## src/design/sfi_mul.sv

```systemverilog
`default_nettype none
module sfi_mul (
   input  wire logic        clock,
   input  wire logic [31:0] a,
   input  wire logic [31:0] b,
   output logic      [63:0] p
);
   logic [63:0] p_ff;
   logic [63:0] p_in;

   assign p_in = 64'(a) * 64'(b);

   always_ff @(posedge clock) begin
      p_ff <= p_in;
   end

   assign p = p_ff;
endmodule
`default_nettype wire

```

## config.mk

```make
export PLATFORM = sky130hd
export DESIGN_NAME = sfi_mul
export DESIGN_NICKNAME = d
export VERILOG_FILES = /design/src/design/sfi_mul.sv
export SDC_FILE = /design/constraint.sdc
export NUM_CORES = 2
export LEC_CHECK = 0
export BUFFER_PORTS_ARGS = -buffer_cell sky130_fd_sc_hd__buf_2
export CORE_MARGIN = 10
export CORE_UTILIZATION = 40
export CTS_CLUSTER_DIAMETER = 80
export DETAILED_ROUTE_END_ITERATION = 8
export GPL_ROUTABILITY_DRIVEN = 0
export PLACE_DENSITY = 0.66
export SLEW_MARGIN = 30
export SYNTH_ARGS = -nofsm -noshare
export SYNTH_HDL_FRONTEND = slang
export SYNTH_SLANG_ARGS = --single-unit
```

## constraint.sdc

```tcl
create_clock -name clock -period 11.9 [get_ports clock]
set_clock_uncertainty 0.2 [all_clocks]
set_input_delay 2.38 -clock clock [delete_from_list [all_inputs] [get_ports clock]]
set_output_delay 2.38 -clock clock [all_outputs]
set_load 0.1 [all_outputs]
```

==> run summary <==
Status -> finished clean
Hold crit path type -> primary input to register
Overall Global Routing Usage -> 19.10%
Vias -> 24640
CP required -> 11.98 ns
CP max stage delay -> 0.59 ns
Remaining global-route overflow -> 0
Fmax -> 0.09702 GHz
Post-CTS Hold Buffers -> 0
DRC violations left -> 0
Largest net degree at the start of global routing -> 33
Final setup violation count -> 0
Synth Area in Compound Gates -> 3.917%
Post_cts resized -> 0
Commonest non-fill, non-tap cell in the layout -> fa_1
Global-route wire length before repair -> 148400 um
Core footprint -> 85550 um^2
Setup TNS Final -> 0 ns
# Post-CTS Setup Buffers -> 0
Share of cells above drive strength 1 -> 4.426%
DR WL/cell -> 18.93 um
Syn. warnings -> 0
Max_slew headroom -> 44.93%
Post-synth EDFFs -> 0
Tmin final -> 10.31 ns
Fin nets -> 4902
Worst slack at placement -> 1.359 ns
Initial core utilization -> 40.48%
Max Transition Viols Final -> 0
CP startpoint kind -> primary input
Adder-cell share of the synthesized area -> 61.30%
Cell breakdown of the critical path -> buf_2 -> nand2_1 -> fa_1 -> inv_1 -> fa_1 -> inv_1 -> fa_1 -> inv_1 -> fa_1 -> fa_1 -> fa_1 -> fa_1 -> inv_1 -> fa_1 -> inv_1 -> ha_1 -> nand4_1 -> or4_1 -> or3_1 -> a31oi_1 -> a31o_2 -> a211oi_1 -> o21ai_1 -> xor2_1
TritonCTS clock tree -> built
Simple-gate portion of the synthesized area -> 17.71%
DP HPWL -> 75780 um
Die area -> 98740 um^2
DR iter-0 viols -> 1525
Post-Route Utilization -> 42.34%
CP arrival -> 10.39 ns
Detailed Routing Iterations Pass 1 -> 5
Max reg flops -> 64
Post-Syn Nets -> 4982
Mapped cell area -> 34630 um^2
Routed via count divided by cell count -> 5.103
Initial antenna violation count -> 8
Die X -> 314.2 um
Post-synth top flop -> dfxtp_1
Clk buf depth -> 2
Critical path's slowest cell -> fa_1
Final WL -> 91400 um
Hold Path Depth -> 2
Number of global-route vias before repair -> 26950
Worst-margin pin slew -> 0.8261 ns
Die span in y -> 314.2 um
Most used cell, CP -> fa_1
Asr flop ratio synth -> 0%
H-tree depth -> 3
Final Worst Setup Slack -> 1.593 ns
Clock sinks -> 64
Kind of critical path -> primary input to register
IO Pins -> 129
Mean Syn Cell Area -> 9.215 um^2
Num CTS Buffers -> 9
Commonest non-fill, non-tap cells in the layout -> fa_1 (896), inv_1 (863), and2_1 (603)
Sequential area share after synthesis -> 3.700%
CP max FO -> 32
Area delta synth->final -> 4.592%
Crit. End Element -> register
Largest family of logic cells by synthesized area -> adder cells
PortBufs -> 128
Hold path endpoint -> p[0]$_DFF_P_
Maxcap violations -> 0
DRT antenna net count -> 0
XOR/XNOR share of the synthesized area -> 1.492%
Final hold violations -> 0
Mapped Cells -> 3758
Mux cell area share after synthesis -> 0.02890%
Clock slew at reported path FFs -> 0.06 ns
Seq cells post-synth -> 64
Root buf cell -> clkbuf_16
Num rows -> 107
Hold Crit Start -> b[0]
RSZ-0062 raised after global routing -> false
Period utilization -> 86.61%
Post-synth cell types -> 56
[Yosys cell counts (5+ instances only)]
library cell  instances  share of area (%)
fa_1                896                 52
inv_1               863                9.4
and2_1              603                 11
nand2_1             478                5.2
ha_1                263                9.5
clkbuf_1            215                2.3
a21oi_1              68               0.98
dfxtp_1              64                3.7
a21o_1               37               0.80
xnor2_1              33               0.83
o21ai_0              28               0.40
xor2_1               26               0.66
nand4_1              24               0.43
nor2_1               21               0.23
and3_1               14               0.25
nand3_1              12               0.17
a31oi_1              11               0.20
o21bai_1             10               0.22
buf_2                 9               0.13
o21a_1                8               0.17
nor3_1                5              0.072
or3_1                 5              0.090
[cell type report]
cell class                 count  area [um^2]
fill                        8338        49330
multi-input combinational   2604        29240
timing repair buffer         136        700.7
antenna                        1        2.502
clock inverter                 7        95.09
inverter                     863         3239
sequential                    64         1281
clock buffer                   9        225.2
tap                         1144         1431
[critical path, delay by kind of cell]
| family | cells | cell delay, ns |
|---|---|---|
| buffers and inverters | 6 | 0.78 |
| AO/OA/AOI/OAI | 4 | 1.14 |
| AND/OR/NAND/NOR | 4 | 1.31 |
| XOR/XNOR | 1 | 0.15 |
| adder cells (fa/ha/maj) | 9 | 4.53 |
[routing by layer]
layer | track usage, % | vias to the layer above | share of wire [%]
li1 | - | 10710 | -
met1 | 23.07 | 13020 | 38
met2 | 34.37 | 729 | 53
met3 | 2.441 | 172 | 4.9
met4 | 7.048 | 4 | 3.9
met5 | 0 | - | 0.027
[logic make-up (layout without fill, tap and decap cells)]
family	after synthesis	in the layout
buf+inv	1090	1015
compound gates	205	205
xor+xnor	59	59
fa+ha+maj	1159	1159
simple gates	1180	1180
mux	1	1
other cells	0	1
flops	64	64
[per-stage QoR]
step           hold slack [ns]  cells  area [um^2]
2_1_floorplan            2.307   3758        34630
6_report                 2.469   4828        36220
4_1_cts                  2.437   4827        36220
3_5_place_dp             2.732   4811        35900
5_1_grt                  2.496   4827        36220
3_3_place_gp             2.733   4811        35900
[worst max path at each step]
stage	start	endpoint	slack, ns	cells after the start
2_1_floorplan	a[25]	p[62]$_DFF_P_	2.57	25
3_3_place_gp	a[28]	p[62]$_DFF_P_	1.48	22
3_5_place_dp	a[21]	p[62]$_DFF_P_	1.36	24
4_1_cts	a[21]	p[62]$_DFF_P_	1.72	24
5_1_grt	b[8]	p[62]$_DFF_P_	1.21	24
6_report	b[8]	p[62]$_DFF_P_	1.59	24
Power is not shown: default switching activity piles up to over one toggle a cycle in this logic, so the estimate is an artifact.
