[config.mk]
export PLATFORM = sky130hd
export DESIGN_NAME = sfi_div
export DESIGN_NICKNAME = d
export VERILOG_FILES = /design/src/design/sfi_div.sv
export SDC_FILE = /design/constraint.sdc
export NUM_CORES = 1
export LEC_CHECK = 0
export BUFFER_PORTS_ARGS = -buffer_cell sky130_fd_sc_hd__buf_2
export CORE_MARGIN = 1
export CORE_UTILIZATION = 25
export CTS_CLUSTER_DIAMETER = 50
export DETAILED_ROUTE_END_ITERATION = 10
export SLEW_MARGIN = 20
export SYNTH_ARGS = -nofsm -noshare
export SYNTH_HDL_FRONTEND = slang
export SYNTH_SLANG_ARGS = --single-unit
[constraint.sdc]
create_clock -name clock -period 3 [get_ports clock]
set_input_delay 0 -clock clock [delete_from_list [all_inputs] [get_ports clock]]
set_output_delay 0 -clock clock [all_outputs]
set_load 0.01 [all_outputs]
[src/design/sfi_div.sv]
`default_nettype none
module sfi_div (
   input  wire logic        clock,
   input  wire logic        reset,
   input  wire logic        start,
   input  wire logic [63:0] dividend,
   input  wire logic [31:0] divisor,
   output logic             done,
   output logic      [63:0] quotient
);
   logic [31:0] rem_ff, rem_in;
   logic [63:0] quo_ff, quo_in;
   logic [31:0] dvs_ff, dvs_in;
   logic [5:0]  cnt_ff, cnt_in;
   logic        busy_ff, busy_in;
   logic        done_ff, done_in;
   logic [32:0] trial;

   always_comb begin
      rem_in  = rem_ff;
      quo_in  = quo_ff;
      dvs_in  = dvs_ff;
      cnt_in  = cnt_ff;
      busy_in = busy_ff;
      done_in = 1'b0;
      trial   = {rem_ff, quo_ff[63]};
      if (start) begin
         rem_in  = '0;
         quo_in  = dividend;
         dvs_in  = divisor;
         cnt_in  = '0;
         busy_in = 1'b1;
      end else if (busy_ff) begin
         // one quotient bit per cycle
         if (trial >= {1'b0, dvs_ff}) begin
            rem_in = 32'(trial - {1'b0, dvs_ff});
            quo_in = {quo_ff[62:0], 1'b1};
         end else begin
            rem_in = trial[31:0];
            quo_in = {quo_ff[62:0], 1'b0};
         end
         cnt_in = cnt_ff + 6'd1;
         if (cnt_ff == 6'h3f) begin
            busy_in = 1'b0;
            done_in = 1'b1;
         end
      end
   end

   always_ff @(posedge clock) begin
      if (reset) begin
         busy_ff <= 1'b0;
         done_ff <= 1'b0;
      end else begin
         busy_ff <= busy_in;
         done_ff <= done_in;
      end
      rem_ff <= rem_in;
      quo_ff <= quo_in;
      dvs_ff <= dvs_in;
      cnt_ff <= cnt_in;
   end

   assign done     = done_ff;
   assign quotient = quo_ff;
endmodule
`default_nettype wire

==> flow_metrics.env, run 1 <==
export IMPL_outcome="complete, no violations"
export IMPL_dp_hpwl_mm=13.5
export IMPL_finalSetupTns_ps=0
export IMPL_slew_viol_final=0
export IMPL_synth_xor_xnor_area_share_pct=3.45
export IMPL_synth_cell_type_count=62
export IMPL_cts_tree="built"
export IMPL_synth_ff_type="edfxtp_1"
export IMPL_clock_path_buffers=2
export IMPL_vdd_drop_max_mv=0.349
export IMPL_hold_viol=0
export IMPL_worstMarginPinSlew_ps=640
export IMPL_syn2layout_area_growth_pct=39.6
export IMPL_multiInputGateArea_um2=3390
export IMPL_cts_root_buffer="clkbuf_16"
export IMPL_grt_pass1_wl_mm=32.1
export IMPL_track_usage_pct=13.3
export IMPL_die_y_um=174
export IMPL_worstRegToRegCells=10
export IMPL_synth_compound_area_share_pct=13.5
export IMPL_fin_skew_ps=10.9
export IMPL_period_needed_ps=2850
export IMPL_grt_max_degree=67
export IMPL_hold_path_class="primary input to flop"
export IMPL_clock_sinks=136
export IMPL_cts_made_buffers=17
export IMPL_synth_top_family_by_area="compound AO/OA/AOI/OAI gates"
export IMPL_clk_pin_slew_worst_paths_ps=60
export IMPL_max_slew_margin_rel_pct=57.4
export IMPL_path_max_fanout=14
export IMPL_wl_per_cell_um=14.8
export IMPL_criticalPathCategory="flop to flop"
export IMPL_rsz0062_at_grt="yes"
export IMPL_rr_startpoint="dvs_ff[5]"
export IMPL_rrSetupSlack_ps=150
export IMPL_antenna_found_initial=1
export IMPL_ant_nets=0
export IMPL_synthTopCellsByArea="edfxtp_1, dfxtp_1, mux2_2, ha_1, mux2i_1"
export IMPL_synthAdderAreaFrac_pct=5.89
export IMPL_async_flop_share_pct=0
export IMPL_synth_nets=786
export IMPL_synth_top_area_share_pct=39.2
export IMPL_post_route_drc_count=0
export IMPL_nets=1054
export IMPL_endpoint="quotient[0]"
export IMPL_r2r_end="quotient[0]"
export IMPL_synth_seq_cells=136
export IMPL_layout_setup_ws_ps=150
export IMPL_postLayoutCellArea_um2=10300
export IMPL_firstDrtPassIters=4
export IMPL_drive_above_1_share_pct=31.9
export IMPL_die_x_um=174
export IMPL_stdcell_count=1319
export IMPL_viasPerCell=4.53
export IMPL_synth_top_area_cell="edfxtp_1"
export IMPL_fin_hold_ws_ps=287
export IMPL_syn_avg_cell_area_um2=11.3
export IMPL_drt_total_wl_mm=19.5
export IMPL_cp_required_ps=3170
export IMPL_yosys_mux_area_fraction_pct=12.9
export IMPL_synth_simple_gate_area_share_pct=10.2
export IMPL_maxCapViolCount=0
export IMPL_worstPathArrival_ps=3020
export IMPL_worstSetupStartpointType="flop"
export IMPL_ios=164
export IMPL_postPlaceCellArea_um2=8710
export IMPL_max_freq_mhz=351
export IMPL_first_global_vias=6110
export IMPL_synth_edf_count=96
export IMPL_synthTopCellsByCount="edfxtp_1, mux2_2, nor2_1"
export IMPL_synth_most_common_cell="edfxtp_1"
export IMPL_drt_iter0_drc=303
export IMPL_setup_viol=0
export IMPL_end_kind="flop"
export IMPL_port_buffers=163
export IMPL_die_area_um2=30100
export IMPL_finalPower_mw=5.71
export IMPL_routabilityCongestion=0.866
export IMPL_fin_util_pct=35.6
export IMPL_num_fill_cells=2887
export IMPL_synth_cell_area_um2=7360
export IMPL_overflow=0
export IMPL_p_leak_nw=4.19
export IMPL_seqCellArea_um2=3680
export IMPL_cts_htree_levels=4
export IMPL_synth_warnings=0
export IMPL_p_per_area_nw_per_um2=556
export IMPL_dp_slack_ps=150
export IMPL_fin_crit_sh_pct=95.0
export IMPL_dp_cells=1188
export IMPL_clk_latency_ps=420
export IMPL_via_count=5974
export IMPL_rows=62
export IMPL_startpoint="dvs_ff[5]"
export IMPL_yosysSeqAreaShare_pct=50.1
export IMPL_core_area_um2=28900
export IMPL_netlist_instances=653
export IMPL_start_util_pct=25.5
==> power by group <==
group	switching, mW	leakage, nW	internal, mW
logic	0.696	2.63	0.642
clock network	0.898	0.273	1.16
registers	0.0986	1.29	2.21
total	1.69	4.19	4.02
==> worst min-delay path by stage <==
| stage | slack (ps) | from | end | cells after the start |
|---|---|---|---|---|
| after floorplan | 70 | reset | busy_ff | 1 |
| after global placement | 170 | reset | busy_ff | 2 |
| after detailed placement | 170 | reset | busy_ff | 2 |
| after CTS | 270 | divisor[7] | dvs_ff[7] | 2 |
| after global routing | 280 | divisor[9] | dvs_ff[9] | 2 |
| final | 290 | divisor[7] | dvs_ff[7] | 2 |
==> cell families (layout without fill, tap and decap cells) <==
| group | count (synthesis) | in the layout |
|---|---|---|
| simple gates | 150 | 150 |
| compound gates | 146 | 146 |
| flops | 136 | 136 |
| mux | 87 | 87 |
| buf+inv | 71 | 352 |
| fa+ha+maj | 34 | 34 |
| xor+xnor | 29 | 29 |
| other cells | 0 | 1 |
==> worst max-delay path, cell delays in order (launching register included) <==
cell and delay (ps):
edfxtp_1 330, inv_1 50, ha_1 350, o21a_1 210, o211ai_2 190, a31oi_4 80, o311ai_2 400, nand3_2 160
a31o_2 370, buf_12 190, mux2_2 260
==> flip-flops by register name (all words and copies together), names as in the netlist <==
| signal | count |
|---|---|
| dvs_ff | 32 |
| cnt_ff | 6 |
| done | 1 |
| rem_ff | 32 |
| busy_ff | 1 |
| quotient | 64 |
==> placed cells by master (no fill, tap or decap), types with 9 or more instances in the layout <==
cell type	netlist	final
ha_1	33	31
mux2i_1	23	23
xor2_1	12	12
nand2_1	30	30
dlygate4sd3_1	0	98
mux2_2	64	64
dfxtp_1	40	39
a21oi_1	38	37
o21ai_0	19	19
inv_1	38	38
nand2b_1	9	9
a21o_1	11	11
a211oi_1	23	23
buf_4	1	18
clkbuf_16	0	17
edfxtp_1	96	96
nand4_1	9	9
buf_2	10	162
xnor2_1	17	17
nor2_1	59	58
==> area by class of cell <==
| type | count | area share [%] |
|---|---|---|
| clock inverters | 14 | 1.34 |
| multi-input cells | 446 | 33.0 |
| diodes | 1 | 0.0244 |
| well taps | 384 | 4.68 |
| inverters | 38 | 1.39 |
| flip-flops and latches | 136 | 35.9 |
| repair buffers | 282 | 19.5 |
| clock buffers | 18 | 4.18 |
==> timing repair <==
item	in CTS	in global routing
hold buffers	98	0
buffers inserted	0	0
resized for setup	0	4
endpoints found under the hold margin	102	0
endpoints found under the setup margin	0	7
==> layer usage <==
| layer | vias up | part of all wire, % | global-route usage [%] | routed length, um |
|---|---|---|---|---|
| li1 | 2975 | - | - | - |
| met1 | 2858 | 47 | 17.1 | 9060 |
| met2 | 116 | 49 | 22.3 | 9490 |
| met3 | 25 | 2.7 | 2.43 | 521 |
| met4 | 0 | 2.1 | 4.90 | 402 |
| met5 | - | 0 | 0 | 0 |
No activity file was read; power rests on OpenSTA's default activity.
==> inputs of run 2 (changes only) <==
CELL_PAD_IN_SITES_DETAIL_PLACEMENT = 1   (was not set)
CELL_PAD_IN_SITES_GLOBAL_PLACEMENT = 1   (was not set)
PLACE_DENSITY_LB_ADDON = 0.1   (was not set)
==> run 2 against run 1 <==
Against the previous run: global-route usage up 1.7 points; final area grew 1.0%; combinational power up 5%; routed wire length grew 13%; largest power group unchanged.
==> flow_metrics.env, run 2 (synthesis results as in run 1) <==
export IMPL_outcome="complete, no violations"
export IMPL_max_slew_margin_rel_pct=40.7
export IMPL_max_stage_delay_ps=540
export IMPL_max_freq_mhz=350
export IMPL_antenna_found_initial=1
export IMPL_first_global_vias=6749
export IMPL_clock_sinks=136
export IMPL_drt_total_wl_mm=22.0
export IMPL_drt_iter0_drc=255
export IMPL_period_needed_ps=2850
export IMPL_grt_pass1_wl_mm=35.9
export IMPL_critPathSlowestCell="or4_1"
export IMPL_ios=164
export IMPL_hold_path_class="primary input to flop"
export IMPL_port_buffers=163
export IMPL_p_leak_nw=4.24
export IMPL_routabilityCongestion=0.796
export IMPL_final_common_cell="buf_2"
export IMPL_core_area_um2=28900
export IMPL_start_util_pct=25.5
export IMPL_fin_skew_ps=18.9
export IMPL_cp_num_buf_inv=2
export IMPL_cts_root_buffer="clkbuf_16"
export IMPL_dp_cells=1200
export IMPL_fin_crit_sh_pct=95.1
export IMPL_nets=1065
export IMPL_wl_per_cell_um=16.5
export IMPL_dp_hpwl_mm=15.5
export IMPL_worstMarginPinSlew_ps=889
export IMPL_overflow=0
export IMPL_grt_use_met1_pct=18.4
export IMPL_viasPerCell=4.61
export IMPL_firstDrtPassIters=4
export IMPL_end_kind="flop"
export IMPL_worstPathArrival_ps=3190
export IMPL_dp_slack_ps=91.0
export IMPL_clk_pin_slew_worst_paths_ps=60
export IMPL_hold_viol=0
export IMPL_criticalPathCategory="flop to flop"
export IMPL_die_area_um2=30100
export IMPL_maxCapViolCount=0
export IMPL_post_route_drc_count=0
export IMPL_ant_nets=0
export IMPL_syn2layout_area_growth_pct=41.1
export IMPL_met3_usage_pct=4.41
export IMPL_slew_viol_final=0
export IMPL_cts_made_buffers=17
export IMPL_vdd_drop_max_mv=0.385
export IMPL_cts_htree_levels=4
export IMPL_rsz0062_at_grt="yes"
export IMPL_die_x_um=174
export IMPL_path_cells="inv_1 > ha_2 > o211ai_1 > a21o_1 > a31oi_4 > o311ai_4 > nand3_2 > a31oi_1 > buf_4 > or4_1 > a311oi_2"
export IMPL_grt_max_degree=65
export IMPL_grt_busiest_layer="met2"
export IMPL_rows=62
export IMPL_cp_required_ps=3330
export IMPL_p_per_area_nw_per_um2=556
export IMPL_worstSetupStartpointType="flop"
export IMPL_stdcell_count=1330
export IMPL_cpLargestDelayFamily="compound AO/OA/AOI/OAI gates"
export IMPL_drive_above_1_share_pct=32.9
export IMPL_fin_hold_ws_ps=18.1
export IMPL_layout_common_cells="buf_2, dlygate4sd3_1, edfxtp_1"
export IMPL_via_count=6131
export IMPL_track_usage_pct=15.1
export IMPL_clock_path_buffers=2
export IMPL_layout_setup_ws_ps=147
export IMPL_cts_tree="built"
export IMPL_largest_reg_flops=64
export IMPL_use_met2_pct=25.6
export IMPL_die_y_um=174
export IMPL_path_max_fanout=7
export IMPL_fin_util_pct=36.0
export IMPL_setup_viol=0
export IMPL_clk_latency_ps=430
==> run 2: changes by cell type in the layout (fill, tap and decap cells not counted), moves of 2 or more <==
cell | previous run | this run
clkinv_1 | 0 | 2
inv_6 | 7 | 5
clkinv_2 | 1 | 3
clkinv_4 | 3 | 1
buf_4 | 18 | 32
==> run 2: repair_timing <==
| action | in CTS | in global routing |
|---|---|---|
| gates resized for setup | 0 | 12 |
| endpoints found under the setup margin | 0 | 15 |
| buffers inserted | 0 | 0 |
| endpoints found under the hold margin | 98 | 0 |
| hold buffers | 97 | 0 |
==> run 2: final timing paths <==
path / cells after the start / to / slack [ps] / startpoint
max reg2reg: 11 / rem_ff[27] / 150 / dvs_ff[4]
min reg2reg: 2 / rem_ff[4] / 500 / rem_ff[4]
min: 2 / cnt_ff[1] / 20 / start
max: 11 / rem_ff[27] / 150 / dvs_ff[4]
==> run 2: report_power, final <==
part	total [mW]	switching (mW)	leakage, nW	internal (mW)
Combinational	1.41	0.735	2.69	0.672
Sequential	2.31	0.0988	1.29	2.21
Clock	2.05	0.906	0.267	1.14
==> run 2: cell type report <==
type                    count  area [um2]
flip-flops and latches    136        3680
multi-input cells         446        3450
well taps                 384         480
diodes                      1        2.50
fillers                  3249       18500
clock buffers              18         429
repair buffers            293        2060
clock inverters            14         120
inverters                  38         143
==> run 2: per-stage QoR <==
step	total power, mW	setup TNS (ps)	area (um2)
after detailed placement	3.65	0	8780
after floorplan	3.16	0	7360
after global routing	6.10	-14.6	10400
final	5.77	0	10400
after global placement	3.64	0	8780
after CTS	5.85	0	10300
==> run 2: layer usage <==
metal / vias up / part of all wire (%)
li1: 3000 / -
met1: 2990 / 45
met2: 125 / 49
met3: 16 / 4.8
met4: 0 / 1.2
met5: - / 0
==> inputs of run 3 (changes only) <==
--- a/config.mk
+++ b/config.mk
@@ -10,4 +10,6 @@
 export CELL_PAD_IN_SITES_GLOBAL_PLACEMENT = 1
+export CORE_ASPECT_RATIO = 1.4
 export CORE_MARGIN = 1
 export CORE_UTILIZATION = 25
+export CTS_BUF_LIST = sky130_fd_sc_hd__clkbuf_16
 export CTS_CLUSTER_DIAMETER = 50
==> constraint.sdc (replaced) <==
create_clock -name clock -period 3 [get_ports clock]
set_input_delay 0.3 -clock clock [delete_from_list [all_inputs] [get_ports clock]]
set_output_delay 0.3 -clock clock [all_outputs]
set_load 0.01 [all_outputs]
==> run 3 against run 2 <==
Against the previous run: final area down 8.0%; worst setup slack worse by 7.8 ps; first-iteration DRC count down 35%; count of clock-buffer cells in the layout down 1; combinational power is 6% lower; sequential share of layout area up 3.1 points; register-to-register slack barely moved; critical endpoint is now rem_ff[20]; largest cell class unchanged.
==> flow_metrics.env, run 3 (synthesis results as in run 1) <==
export IMPL_outcome="complete, no violations"
export IMPL_holdPathEnd="dvs_ff[17]"
export IMPL_fin_skew_ps=9.80
export IMPL_r2r_end="rem_ff[20]"
export IMPL_die_area_um2=30100
export IMPL_hold_path_class="primary input to flop"
export IMPL_clk_latency_ps=420
export IMPL_final_common_cell="buf_2"
export IMPL_finalPower_mw=6.02
export IMPL_worstRegToRegCells=10
export IMPL_cp_required_ps=3330
export IMPL_dp_cells=1193
export IMPL_firstDrtPassIters=4
export IMPL_antenna_cells=0
export IMPL_p_leak_nw=3.92
export IMPL_die_x_um=147
export IMPL_clk_pin_slew_worst_paths_ps=70
export IMPL_port_buffers=163
export IMPL_cts_tree="built"
export IMPL_cts_made_buffers=17
export IMPL_fin_util_pct=33.3
export IMPL_via_count=5776
export IMPL_syn2layout_area_growth_pct=29.8
export IMPL_track_usage_pct=14.5
export IMPL_hold_viol=0
export IMPL_cts_hold_buf=0
export IMPL_grt_pass1_wl_mm=34.4
export IMPL_max_slew_margin_rel_pct=64.7
export IMPL_core_area_um2=28700
export IMPL_p_per_area_nw_per_um2=630
export IMPL_worstMarginPinSlew_ps=529
export IMPL_first_global_vias=6499
export IMPL_fin_crit_sh_pct=95.4
export IMPL_drt_iter0_drc=167
export IMPL_routabilityCongestion=0.834
export IMPL_worstSetupStartpointType="flop"
export IMPL_rsz0062_at_grt="no"
export IMPL_nets=973
export IMPL_wl_per_cell_um=17.2
export IMPL_path_max_fanout=6
export IMPL_end_kind="flop"
export IMPL_layout_setup_ws_ps=139
export IMPL_worstPathArrival_ps=3190
export IMPL_stdcell_count=1228
export IMPL_path_cells="inv_1 > ha_1 > a21o_1 > a2111o_1 > o2111ai_1 > nand4b_1 > a31oi_1 > xnor2_1 > mux2i_1 > a211oi_1"
export IMPL_slew_viol_final=0
export IMPL_finalSetupTns_ps=0
export IMPL_dp_hpwl_mm=15.8
export IMPL_drt_total_wl_mm=21.1
export IMPL_largest_reg_flops=64
export IMPL_cts_root_buffer="clkbuf_16"
export IMPL_cts_htree_levels=4
export IMPL_criticalPathCategory="flop to flop"
export IMPL_maxCapViolCount=0
export IMPL_grt_max_degree=65
export IMPL_die_y_um=205
export IMPL_rr_startpoint="dvs_ff[5]"
export IMPL_rows=73
export IMPL_clock_sinks=136
export IMPL_num_fill_cells=3254
export IMPL_vdd_drop_max_mv=0.331
export IMPL_antenna_found_initial=3
export IMPL_max_stage_delay_ps=370
export IMPL_ant_nets=0
export IMPL_min_path_cells=1
export IMPL_overflow=0
export IMPL_hp_start="divisor[17]"
export IMPL_rrSetupSlack_ps=140
export IMPL_period_needed_ps=2860
export IMPL_drive_above_1_share_pct=36.9
export IMPL_post_route_drc_count=0
export IMPL_setup_viol=0
export IMPL_clock_path_buffers=2
export IMPL_critPathSlowestCell="a2111o_1"
export IMPL_max_freq_mhz=350
export IMPL_start_util_pct=25.6
export IMPL_ios=164
export IMPL_dp_slack_ps=7.99
export IMPL_viasPerCell=4.70
export IMPL_layout_common_cells="buf_2, edfxtp_1, mux2_2"
[run 3: cell count changes in the layout (fill, tap and decap cells not counted), sizes merged]
cell         before  now
dlygate4sd3      97    0
buf             196  201
clkinv            6    1
bufinv            1    5
inv              43   45
clkbuf           18   17
diode             1    0
[run 3: repair_timing]
action / CTS / global route
setup endpoints to repair: 1 / 5
pin swaps: 1 / 7
resized for setup: 4 / 6
setup buffers: 0 / 3
hold endpoints to repair: 0 / 0
[run 3: worst max-delay path: cells and delay by family (launching register included)]
kind,cells,cell delay [ps]
buffers and inverters,1,40
adders and majority gates,1,350
AOI/OAI and AO/OA,5,1540
muxes,1,90
xor gates and xnor gates,1,160
and+or+nand+nor,1,260
DFF,1,320
[run 3: per-layer routing]
layer	wire (um)	vias up	global-route usage, %	part of all wire, %
li1	-	2811	-	-
met1	8580	2779	16.0	41
met2	10600	159	25.8	50
met3	1550	23	5.28	7.3
met4	343	4	4.90	1.6
met5	23	-	0	0.11
[run 3: layout make-up]
cell class / count / area (um2) / area share [%]
clock inverters: 15 / 223 / 2.33
clock buffers: 17 / 425 / 4.46
inverters: 38 / 143 / 1.49
flip-flops and latches: 136 / 3680 / 38.6
well taps: 375 / 469 / 4.91
repair buffers: 201 / 1140 / 12.0
multi-input cells: 446 / 3460 / 36.3
[run 3: power by group]
part	leakage (nW)	switching (mW)	internal (mW)
logic	2.32	0.722	0.595
clock network	0.317	0.902	1.48
registers	1.29	0.0993	2.21
[run 3: how the worst max path moves through the flow]
stage / startpoint / end / slack (ps) / cells after the start
floorplan: dvs_ff[16] / rem_ff[27] / 440 / 11
finish: dvs_ff[5] / rem_ff[20] / 140 / 10
detailed placement: dvs_ff[15] / rem_ff[27] / 8 / 11
global route: dvs_ff[5] / rem_ff[20] / 2 / 10
CTS: dvs_ff[17] / rem_ff[27] / 10 / 11
global placement: dvs_ff[15] / rem_ff[27] / 70 / 11
[run 3: metrics by stage]
step | cell area [um2] | hold WS, ps
floorplan | 7360 | 372
global placement | 8800 | 471
detailed placement | 8800 | 480
CTS | 9480 | 30.7
global route | 9550 | 29.3
finish | 9550 | 50.9
