$ cat config.mk
export PLATFORM = sky130hd
export DESIGN_NAME = sfi_sqrt
export DESIGN_NICKNAME = d
export VERILOG_FILES = /design/src/design/sfi_sqrt.sv
export SDC_FILE = /design/constraint.sdc
export NUM_CORES = 1
export LEC_CHECK = 0
export BUFFER_PORTS_ARGS = -buffer_cell sky130_fd_sc_hd__buf_4
export CORE_MARGIN = 2
export CORE_UTILIZATION = 35
export CTS_CLUSTER_DIAMETER = 200
export DETAILED_ROUTE_END_ITERATION = 6
export PLACE_DENSITY = 0.57
export SLEW_MARGIN = 40
export SYNTH_ARGS = -nofsm -noshare
export SYNTH_HDL_FRONTEND = slang
export SYNTH_SLANG_ARGS = --single-unit
$ cat constraint.sdc
create_clock -name clock -period 2.85 [get_ports clock]
set_input_delay 0.1425 -clock clock [delete_from_list [all_inputs] [get_ports clock]]
set_output_delay 0.1425 -clock clock [all_outputs]
set_load 0.01 [all_outputs]
$ cat src/design/sfi_sqrt.sv
`default_nettype none
module sfi_sqrt (
   input  wire logic        clock,
   input  wire logic        reset,
   input  wire logic        start,
   input  wire logic [63:0] radicand,
   output logic             done,
   output logic      [31:0] root
);
   logic [63:0] rad_ff, rad_in;
   logic [33:0] rem_ff, rem_in;
   logic [31:0] root_ff, root_in;
   logic [4:0]  cnt_ff, cnt_in;
   logic        busy_ff, busy_in;
   logic        done_ff, done_in;
   logic [35:0] rem2;
   logic [35:0] trial;

   always_comb begin
      rad_in  = rad_ff;
      rem_in  = rem_ff;
      root_in = root_ff;
      cnt_in  = cnt_ff;
      busy_in = busy_ff;
      done_in = 1'b0;
      rem2    = {rem_ff, rad_ff[63:62]};
      trial   = {2'b00, root_ff, 2'b01};
      if (start) begin
         rad_in  = radicand;
         rem_in  = '0;
         root_in = '0;
         cnt_in  = '0;
         busy_in = 1'b1;
      end else if (busy_ff) begin
         // bring down two bits, settle one root bit
         rad_in = {rad_ff[61:0], 2'b00};
         if (rem2 >= trial) begin
            rem_in  = 34'(rem2 - trial);
            root_in = {root_ff[30:0], 1'b1};
         end else begin
            rem_in  = rem2[33:0];
            root_in = {root_ff[30:0], 1'b0};
         end
         cnt_in = cnt_ff + 5'd1;
         if (cnt_ff == 5'h1f) begin
            busy_in = 1'b0;
            done_in = 1'b1;
         end
      end
   end

   always_ff @(posedge clock) begin
      if (reset) begin
         busy_ff <= 1'b0;
         done_ff <= 1'b0;
      end else begin
         busy_ff <= busy_in;
         done_ff <= done_in;
      end
      rad_ff  <= rad_in;
      rem_ff  <= rem_in;
      root_ff <= root_in;
      cnt_ff  <= cnt_in;
   end

   assign done = done_ff;
   assign root = root_ff;
endmodule
`default_nettype wire

==> results.sh, run 1 <==
export IMPL_synth_nets=836
export IMPL_clk_pin_slew_worst_paths_ps=70
export IMPL_area_growth_pct=36.1
export IMPL_grt_pass1_vias=5550
export IMPL_multi_input_area_sq_mm=0.00418
export IMPL_yosys_top_cells_count="nor2_1 (92), dfxtp_1 (73), mux2_2 (65)"
export IMPL_yosysTopAreaCell="edfxtp_1"
export IMPL_r2r_start="root[27]$_SDFFE_PP0P_"
export IMPL_ys_ff_latch=137
export IMPL_drv_slew=0
export IMPL_synth_mux_area_frac=0.164
export IMPL_ys_warn_count=0
export IMPL_h_tree_depth=4
export IMPL_clock_latency_ps=420
export IMPL_core_area_sq_mm=0.0211
export IMPL_wl_per_cell_microns=14.9
export IMPL_yosysMostFrequentCell="nor2_1"
export IMPL_overflow=0
export IMPL_setup_viol=0
export IMPL_drt_total_wl_mm=18.0
export IMPL_initial_utilization=0.358
export IMPL_detail_route_iter0_violations=426
export IMPL_pre_cts_ws_ps=-19.0
export IMPL_ant_nets=0
export IMPL_fin_ws_ps=57.9
export IMPL_nets=1020
export IMPL_yosys_area_share_simple=0.115
export IMPL_seq_area_sq_mm=0.00341
export IMPL_routed_via_count=5870
export IMPL_ir_worst_vdd_uv=633
export IMPL_synth_cells=733
export IMPL_fin_cells=1205
export IMPL_p_per_area_mw_per_mm2=1010
export IMPL_clkSinkCount=137
export IMPL_synthArstFlopShare=0
export IMPL_period_share=0.980
export IMPL_cp_end_kind="register"
export IMPL_rr_worst_depth=14
export IMPL_rrSetupSlack_ps=60
export IMPL_die_h_microns=151
export IMPL_fmax_mhz=358
export IMPL_clock_skew_ps=11.1
export IMPL_die_width_microns=151
export IMPL_synth_compound_area_frac=0.137
export IMPL_drc_errors=0
export IMPL_leakagePower_nw=4.21
export IMPL_ys_top_cells_by_area="edfxtp_1 (25%), dfxtp_1 (19%), mux2_2 (9.7%)"
export IMPL_cts_tree="done"
export IMPL_fillers=1974
export IMPL_synth_cell_types=65
export IMPL_synth_top_flop_cell="dfxtp_1"
export IMPL_synthXorXnorAreaFrac=0.0325
export IMPL_netlist_area_sq_mm=0.00755
export IMPL_cp_arrival_ps=3130
export IMPL_grt_pass1_wl_mm=28.4
export IMPL_antenna_found_initial=0
export IMPL_min_period_ps=2790
export IMPL_hp_class="input pin to register"
export IMPL_synth_avg_cell_area_sq_um=10.3
export IMPL_timing_rr_end="rem_ff[18]$_SDFFE_PP0P_"
export IMPL_tightestPinTransition_ps=721
export IMPL_synth_top_family_by_area="multiplexers"
export IMPL_slew_limit_headroom=0.520
export IMPL_die_area_sq_mm=0.0228
export IMPL_worstSetupEndpoint="rem_ff[18]$_SDFFE_PP0P_"
export IMPL_status="finished, final reports clean"
export IMPL_synth_yosys_seq_area_share=0.448
export IMPL_hpwl_mm=12.1
export IMPL_final_layout_size_suffix_gt1_frac=0.391
export IMPL_startpoint="root[27]$_SDFFE_PP0P_"
export IMPL_drv_cap=0
export IMPL_antennaDiodeCount=0
export IMPL_finalWeightedCongestion=0.840
export IMPL_viasPerCell=4.87
export IMPL_crit_type="register to register"
export IMPL_final_hold_viol_count=0
export IMPL_required_ps=3190
export IMPL_grt_usage=0.156
export IMPL_synthAdderAreaFrac=0.0596
export IMPL_cts_buffers=17
export IMPL_dp_cells=1143
export IMPL_root_buffer="clkbuf_16"
export IMPL_drt_pass1_iterations=4
export IMPL_grt_max_degree=65
export IMPL_synth_top_area_frac=0.254
export IMPL_clockBufferDepth=2
export IMPL_pin_count=100
export IMPL_synth_edf_count=64
export IMPL_rows=53
export IMPL_startpoint_type="register"
export IMPL_io_buffers=99
export IMPL_critPathMaxFanout=8
-- cell families after synthesis --
logic type               after synthesis
buffers and inverters                 82
flip-flops                           137
adder cells (fa/ha/maj)               36
XOR/XNOR                              28
AND/OR/NAND/NOR                      186
multiplexers                         115
AO/OA/AOI/OAI                        149
-- what timing repair did --
| action | 4_1_cts | 5_1_grt |
|---|---|---|
| endpoints found under the setup margin | 8 | 34 |
| pin swaps | 1 | 25 |
| hold buffers | 13 | 1 |
| gates resized for setup | 3 | 79 |
| cloned | 0 | 1 |
| hold endpoints to repair | 14 | 1 |
| buffers inserted | 4 | 11 |
-- power by group --
group	switching [W]	internal, W	total [W]
Clock	0.00101	0.00117	0.00218
Sequential	0.000188	0.00233	0.00252
Combinational	0.00273	0.00301	0.00574
-- critical path, cell delays in order, from the launching register on --
cell and delay (ps):
dfxtp_1 340, inv_1 60, ha_1 310, buf_4 130
and3_4 180, nand4_1 170, nor3_2 250, nand3_1 150
o41ai_4 80, buf_4 190, nor3_4 40, buf_4 130
buf_4 160, or3_1 360, a41oi_2 170
-- per-stage QoR --
stage | power (W) | TNS [ps] | utilization | hold WS, ps | area (sq um)
6_report | 0.0104 | 0 | 0.488 | 19.7 | 10300
5_1_grt | 0.0112 | -496 | 0.488 | 4.15 | 10300
4_1_cts | 0.00980 | 0 | 0.467 | 0.110 | 9840
3_5_place_dp | 0.00731 | -55.5 | 0.431 | 305 | 9080
3_3_place_gp | 0.00732 | 0 | 0.431 | 308 | 9080
2_1_floorplan | 0.00585 | 0 | - | 215 | 7570
-- state kept, by name, summed over array words and instances, names as in the netlist --
name	count
busy_ff	1
cnt_ff	5
done	1
rad_ff	64
rem_ff	34
root	32
-- final cells by class --
class,instances,share of cell area
timing repair buffer,201,0.155
clock inverter,15,0.0150
tap,275,0.0335
sequential,137,0.332
inverter,46,0.0168
clock buffer,17,0.0414
multi-input combinational,514,0.406
-- worst min path at each step --
stage,startpoint,endpoint,depth (start not counted)
after floorplan,reset,busy_ff$_SDFF_PP0_,1
after global placement,reset,busy_ff$_SDFF_PP0_,2
after detailed placement,reset,busy_ff$_SDFF_PP0_,2
after CTS,radicand[14],rad_ff[14]$_DFFE_PP_,2
after global routing,radicand[53],rad_ff[53]$_DFFE_PP_,2
final,radicand[53],rad_ff[53]$_DFFE_PP_,2
-- routing by layer --
| layer | vias to the layer above | part of all wire | track usage | wire (microns) |
|---|---|---|---|---|
| met5 | - | 0 | 0 | 0 |
| met4 | 0 | 0.011 | 0.0481 | 190 |
| met3 | 14 | 0.025 | 0.0277 | 458 |
| met2 | 83 | 0.46 | 0.235 | 8340 |
| met1 | 2727 | 0.50 | 0.228 | 8970 |
| li1 | 3046 | - | - | - |
-- cell usage in the layout, fill, tap and decap left out, drive strengths merged, types with 3 or more instances in the layout --
cell type / n
a211oi: 32
a21o: 12
a21oi: 41
a221oi: 3
a311oi: 3
a31oi: 5
a41oi: 3
and2: 7
and3: 13
buf: 187
clkbuf: 17
clkinv: 4
dfxtp: 73
dlygate4sd3: 14
edfxtp: 64
ha: 36
inv: 56
mux2: 67
mux2i: 48
nand2: 29
nand2b: 3
nand3: 10
nand4: 3
nor2: 92
nor2b: 6
nor3: 7
nor4: 3
o21a: 4
o21ai: 17
o21bai: 5
o31ai: 4
or3: 6
xnor2: 15
xor2: 13
Note: power is estimated with default switching activity, not from simulation.
==> run 2: changes to the inputs <==
--- a/config.mk
+++ b/config.mk
@@ -10,7 +10,7 @@
 export CORE_UTILIZATION = 35
 export CTS_CLUSTER_DIAMETER = 200
 export DETAILED_ROUTE_END_ITERATION = 6
-export PLACE_DENSITY = 0.57
+export PLACE_DENSITY = 0.55
 export SLEW_MARGIN = 40
 export SYNTH_ARGS = -nofsm -noshare
 export SYNTH_HDL_FRONTEND = slang
==> constraint.sdc (replaced) <==
create_clock -name clock -period 3.5 [get_ports clock]
set_input_delay 0.175 -clock clock [delete_from_list [all_inputs] [get_ports clock]]
set_output_delay 0.175 -clock clock [all_outputs]
set_load 0.01 [all_outputs]
==> results.sh, run 2 (synthesized netlist as in run 1, its figures left out) <==
export IMPL_status="finished, final reports clean"
export IMPL_rsz0062_at_grt="false"
export IMPL_clkSinkCount=137
export IMPL_leakagePower_nw=3.70
export IMPL_largest_reg_flops=64
export IMPL_required_ps=3800
export IMPL_place_area_sq_mm=0.00859
export IMPL_wl_per_cell_microns=14.9
export IMPL_cp_end_kind="register"
export IMPL_whs_ps=45.1
export IMPL_ir_worst_vdd_uv=442
export IMPL_die_width_microns=151
export IMPL_grt_usage=0.150
export IMPL_initial_utilization=0.358
export IMPL_cts_tree="done"
export IMPL_stdcell_area_sq_mm=0.00917
export IMPL_routed_via_count=5577
export IMPL_pin_count=100
export IMPL_hpwl_mm=11.3
export IMPL_clock_skew_ps=9.43
export IMPL_detail_route_iter0_violations=282
export IMPL_drt_pass1_iterations=5
export IMPL_drc_errors=0
export IMPL_fin_ws_ps=304
export IMPL_final_cell_mix="buf_4 (106), nor2_1 (92), dfxtp_1 (72)"
export IMPL_fmax_mhz=313
export IMPL_drv_slew=0
export IMPL_cp_arrival_ps=3490
export IMPL_final_core_util=0.435
export IMPL_startpoint_type="register"
export IMPL_antenna_found_initial=0
export IMPL_grt_pass1_vias=5365
export IMPL_final_hold_viol_count=0
export IMPL_clock_latency_ps=420
export IMPL_viasPerCell=5.01
export IMPL_setup_tns_final_ps=0
export IMPL_final_layout_size_suffix_gt1_frac=0.264
export IMPL_layout_commonest_cell="buf_4"
export IMPL_tightestPinTransition_ps=593
export IMPL_cts_buffers=17
export IMPL_drt_total_wl_mm=16.6
export IMPL_rows=53
export IMPL_period_share=0.913
export IMPL_die_area_sq_mm=0.0228
export IMPL_slew_limit_headroom=0.605
export IMPL_min_period_ps=3200
export IMPL_antennaDiodeCount=0
export IMPL_crit_type="register to register"
export IMPL_grt_pass1_wl_mm=27.2
export IMPL_clockBufferDepth=2
export IMPL_pre_cts_ws_ps=315
export IMPL_drv_cap=0
export IMPL_nets=928
export IMPL_clk_pin_slew_worst_paths_ps=70
export IMPL_io_buffers=99
export IMPL_core_area_sq_mm=0.0211
export IMPL_p_per_area_mw_per_mm2=786
export IMPL_cts_resized=0
export IMPL_grt_max_degree=75
export IMPL_ant_nets=0
export IMPL_overflow=0
export IMPL_root_buffer="clkbuf_16"
export IMPL_finalWeightedCongestion=0.861
export IMPL_hp_class="input pin to register"
export IMPL_critPathMaxFanout=6
export IMPL_regMostFlops="rad_ff"
export IMPL_die_h_microns=151
export IMPL_h_tree_depth=4
export IMPL_setup_viol=0
export IMPL_area_growth_pct=21.4
[run 2: cell count changes in the layout (fill, tap and decap cells not counted), sizes merged]
cell	delta
inv	-3
clkbuf	+1
clkinvlp	+2
buf	-79
dlygate4sd3	-13
[run 2: area by class of cell]
class                           count  area, sq um
Multi-Input combinational cell    514         3860
Inverter                           46          173
Clock inverter                     14          134
Clock buffer                       18          429
Timing Repair Buffer              109          846
Sequential cell                   137         3390
Fill cell                        2065        11900
Tap cell                          275          344
[run 2: stage by stage]
| step | power [W] | instances |
|---|---|---|
| floorplan | 0.00475 | 733 |
| global placement | 0.00550 | 1080 |
| detailed placement | 0.00549 | 1080 |
| CTS | 0.00725 | 1113 |
| global route | 0.00775 | 1113 |
| finish | 0.00721 | 1113 |
[run 2: path summary, 6_finish.rpt]
| check | from | end | slack (ps) | cells after the start |
|---|---|---|---|---|
| setup reg to reg | root[6]$_SDFFE_PP0P_ | rem_ff[27]$_SDFFE_PP0P_ | 300 | 11 |
| hold reg to reg | rem_ff[3]$_SDFFE_PP0P_ | rem_ff[3]$_SDFFE_PP0P_ | 500 | 2 |
| setup / recovery | root[6]$_SDFFE_PP0P_ | rem_ff[27]$_SDFFE_PP0P_ | 300 | 11 |
| hold / removal | radicand[1] | rad_ff[1]$_SDFFCE_PN0P_ | 50 | 2 |
[run 2: what timing repair did]
action,4_1_cts,5_1_grt
hold buffers,1,0
setup buffers,0,0
hold endpoints to repair,2,0
[run 2: worst max-delay path: stages (launching register included)]
cell and delay [ps]:
dfxtp_1 390, inv_1 60, ha_1 370, a211oi_1 310, nor2_1 100, a211oi_1 430
a32oi_1 250, a311oi_1 460, o21ai_0 210, or3_1 340, nand2_1 80, a211oi_1 60
[run 2: layer usage]
metal | vias to the layer above | global-route usage | wire [microns]
met2 | 86 | 0.225 | 7500
li1 | 2859 | - | -
met1 | 2620 | 0.216 | 8460
met3 | 12 | 0.0253 | 455
met4 | 0 | 0.0551 | 211
met5 | - | 0 | 0
[run 2: report_power, final]
part	switching (W)	internal (W)	leakage (nW)
Sequential	0.000142	0.00190	1.24
Clock	0.000771	0.000937	0.267
Combinational	0.00189	0.00157	2.19
==> run 3: changes to the inputs <==
--- a/config.mk
+++ b/config.mk
@@ -11,6 +11,7 @@
 export CTS_CLUSTER_DIAMETER = 200
 export DETAILED_ROUTE_END_ITERATION = 6
 export PLACE_DENSITY = 0.55
+export SETUP_SLACK_MARGIN = 0.5
 export SLEW_MARGIN = 40
 export SYNTH_ARGS = -nofsm -noshare
 export SYNTH_HDL_FRONTEND = slang
==> constraint.sdc (replaced) <==
create_clock -name clock -period 3.9 [get_ports clock]
set_input_delay 0.195 -clock clock [delete_from_list [all_inputs] [get_ports clock]]
set_output_delay 0.195 -clock clock [all_outputs]
set_load 0.01 [all_outputs]
==> results.sh, run 3 (synthesized netlist as in run 1, its figures left out) <==
export IMPL_status="finished, final reports clean"
export IMPL_drv_cap=0
export IMPL_finalWeightedCongestion=0.830
export IMPL_p_clk_frac=0.239
export IMPL_setup_tns_final_ps=0
export IMPL_setup_viol=0
export IMPL_ant_nets=0
export IMPL_clock_skew_ps=12.7
export IMPL_overflow=0
export IMPL_clkSinkCount=137
export IMPL_combPwrFrac=0.482
export IMPL_layout_commonest_cell="buf_4"
export IMPL_pin_count=100
export IMPL_fin_ws_ps=798
export IMPL_whs_ps=50.2
export IMPL_h_tree_depth=4
export IMPL_required_ps=4200
export IMPL_intPower_w=0.00399
export IMPL_crit_chain="inv_1 -> ha_1 -> and3_1 -> and2_1 -> and3_1 -> nand4_1 -> o311ai_4 -> or3_4 -> mux2_2 -> mux2i_1 -> nor2_1"
export IMPL_crit_type="register to register"
export IMPL_p_per_area_mw_per_mm2=719
export IMPL_grt_max_degree=118
export IMPL_cts_buffers=17
export IMPL_slew_limit_headroom=0.535
export IMPL_cp_slowest_cell="ha_1"
export IMPL_antenna_found_initial=0
export IMPL_regMostFlops="rad_ff"
export IMPL_routed_via_count=5625
export IMPL_cp_end_kind="register"
export IMPL_pre_cts_ws_ps=665
export IMPL_ir_worst_vdd_uv=408
export IMPL_cpMostUsedCell="and3_1"
export IMPL_swShare=0.394
export IMPL_period_share=0.795
export IMPL_rows=53
export IMPL_drv_slew=0
export IMPL_hp_class="input pin to register"
export IMPL_critPathMaxFanout=11
export IMPL_drt_total_wl_mm=16.8
export IMPL_die_area_sq_mm=0.0228
export IMPL_wl_met2_mm=7.65
export IMPL_area_growth_pct=21.5
export IMPL_leakagePower_nw=3.71
export IMPL_seqPwrFrac=0.279
export IMPL_clock_latency_ps=440
export IMPL_grt_pass1_vias=5200
export IMPL_final_cell_mix="buf_4 (103), nor2_1 (92), dfxtp_1 (72)"
export IMPL_detail_route_iter0_violations=336
export IMPL_clk_pin_slew_worst_paths_ps=60
export IMPL_wl_per_cell_microns=15.1
export IMPL_nets=926
export IMPL_timing_rr_end="rem_ff[5]$_SDFFE_PP0P_"
export IMPL_cp_arrival_ps=3400
export IMPL_stdcell_area_sq_mm=0.00918
export IMPL_clockBufferDepth=2
export IMPL_die_h_microns=151
export IMPL_largest_reg_flops=64
export IMPL_core_area_sq_mm=0.0211
export IMPL_drc_errors=0
export IMPL_min_period_ps=3100
export IMPL_rrSetupSlack_ps=800
export IMPL_initial_utilization=0.358
export IMPL_drt_pass1_iterations=5
export IMPL_rsz0062_at_grt="false"
export IMPL_cpPeakStageDelay_ps=420
export IMPL_cts_tree="done"
export IMPL_tightestPinTransition_ps=698
export IMPL_hp_start="radicand[1]"
export IMPL_r2r_start="root[14]$_SDFFE_PP0P_"
export IMPL_viasPerCell=5.06
export IMPL_crit_family="simple AND/OR/NAND/NOR gates"
export IMPL_startpoint_type="register"
export IMPL_hold_end="rad_ff[1]$_SDFFCE_PN0P_"
export IMPL_grt_usage=0.148
export IMPL_wl_met1_mm=8.46
export IMPL_die_width_microns=151
export IMPL_final_layout_size_suffix_gt1_frac=0.264
export IMPL_min_path_cells=2
export IMPL_grt_pass1_wl_mm=26.6
export IMPL_fmax_mhz=322
export IMPL_place_area_sq_mm=0.00855
export IMPL_routed_top_layer="met4"
export IMPL_met3RoutedLength_microns=455
export IMPL_antennaDiodeCount=0
export IMPL_io_buffers=99
export IMPL_p_sw_w=0.00260
export IMPL_hpwl_mm=11.1
export IMPL_path_buf_inv=1
export IMPL_rr_worst_depth=11
export IMPL_root_buffer="clkbuf_16"
export IMPL_final_hold_viol_count=0
run 3: cell types whose count changed in the layout (fill, tap and decap cells not counted), sizes merged:
cell	before	now
clkinvlp	3	1
buf	108	105
clkinv	4	2
inv	53	58
clkbuf	18	17
or3	6	7
run 3: worst register-to-register path, stage by stage (launching register included):
cell and delay, ps:
dfxtp_1 370, inv_1 60, ha_1 420, and3_1 210, and2_1 150, and3_1 250
nand4_1 200, o311ai_4 400, or3_4 360, mux2_2 370, mux2i_1 130, nor2_1 50
run 3: what timing repair did:
item,in CTS,in global routing
setup buffers,0,1
hold endpoints to repair,2,0
gates resized for setup,0,4
hold buffers,1,0
endpoints found under the setup margin,0,13
run 3: worst max-delay path by stage:
stage                                    endpoint  cells after the start             startpoint  slack (ps)
after floorplan           rem_ff[17]$_SDFFE_PP0P_                     12   root[5]$_SDFFE_PP0P_        1010
after detailed placement   rem_ff[5]$_SDFFE_PP0P_                     11  root[14]$_SDFFE_PP0P_         660
after global routing       rem_ff[6]$_SDFFE_PP0P_                     11  root[28]$_SDFFE_PP0P_         560
final                      rem_ff[5]$_SDFFE_PP0P_                     11  root[14]$_SDFFE_PP0P_         800
after CTS                  rem_ff[5]$_SDFFE_PP0P_                     11  root[15]$_SDFFE_PP0P_         660
after global placement     rem_ff[5]$_SDFFE_PP0P_                     11  root[14]$_SDFFE_PP0P_         670
run 3: cell type report:
cell class                 count  area, sq um
clock inverter                15          146
inverter                      46          173
tap                          275          344
clock buffer                  17          425
fill                        2079        11900
multi-input combinational    515         3890
timing repair buffer         106          815
sequential                   137         3390
run 3: through the flow:
stage / util / cells / total power (W)
floorplan: - / 733 / 0.00426
global placement: 0.405 / 1076 / 0.00490
detailed placement: 0.405 / 1076 / 0.00489
CTS: 0.433 / 1109 / 0.00652
global route: 0.435 / 1111 / 0.00707
finish: 0.435 / 1111 / 0.00659
run 3: layer usage:
metal,vias to the layer above,GRT usage
li1,2856,-
met5,-,0
met2,82,0.219
met3,19,0.0277
met1,2668,0.214
met4,0,0.0575
run 3: power by group through the flow:
stage / registers, W / clock network, W / logic (W)
after floorplan: 0.00181 / 0 / 0.00245
after global placement: 0.00187 / 0 / 0.00304
after detailed placement: 0.00187 / 0 / 0.00303
after CTS: 0.00184 / 0.00162 / 0.00305
after global routing: 0.00186 / 0.00168 / 0.00353
final: 0.00184 / 0.00158 / 0.00318
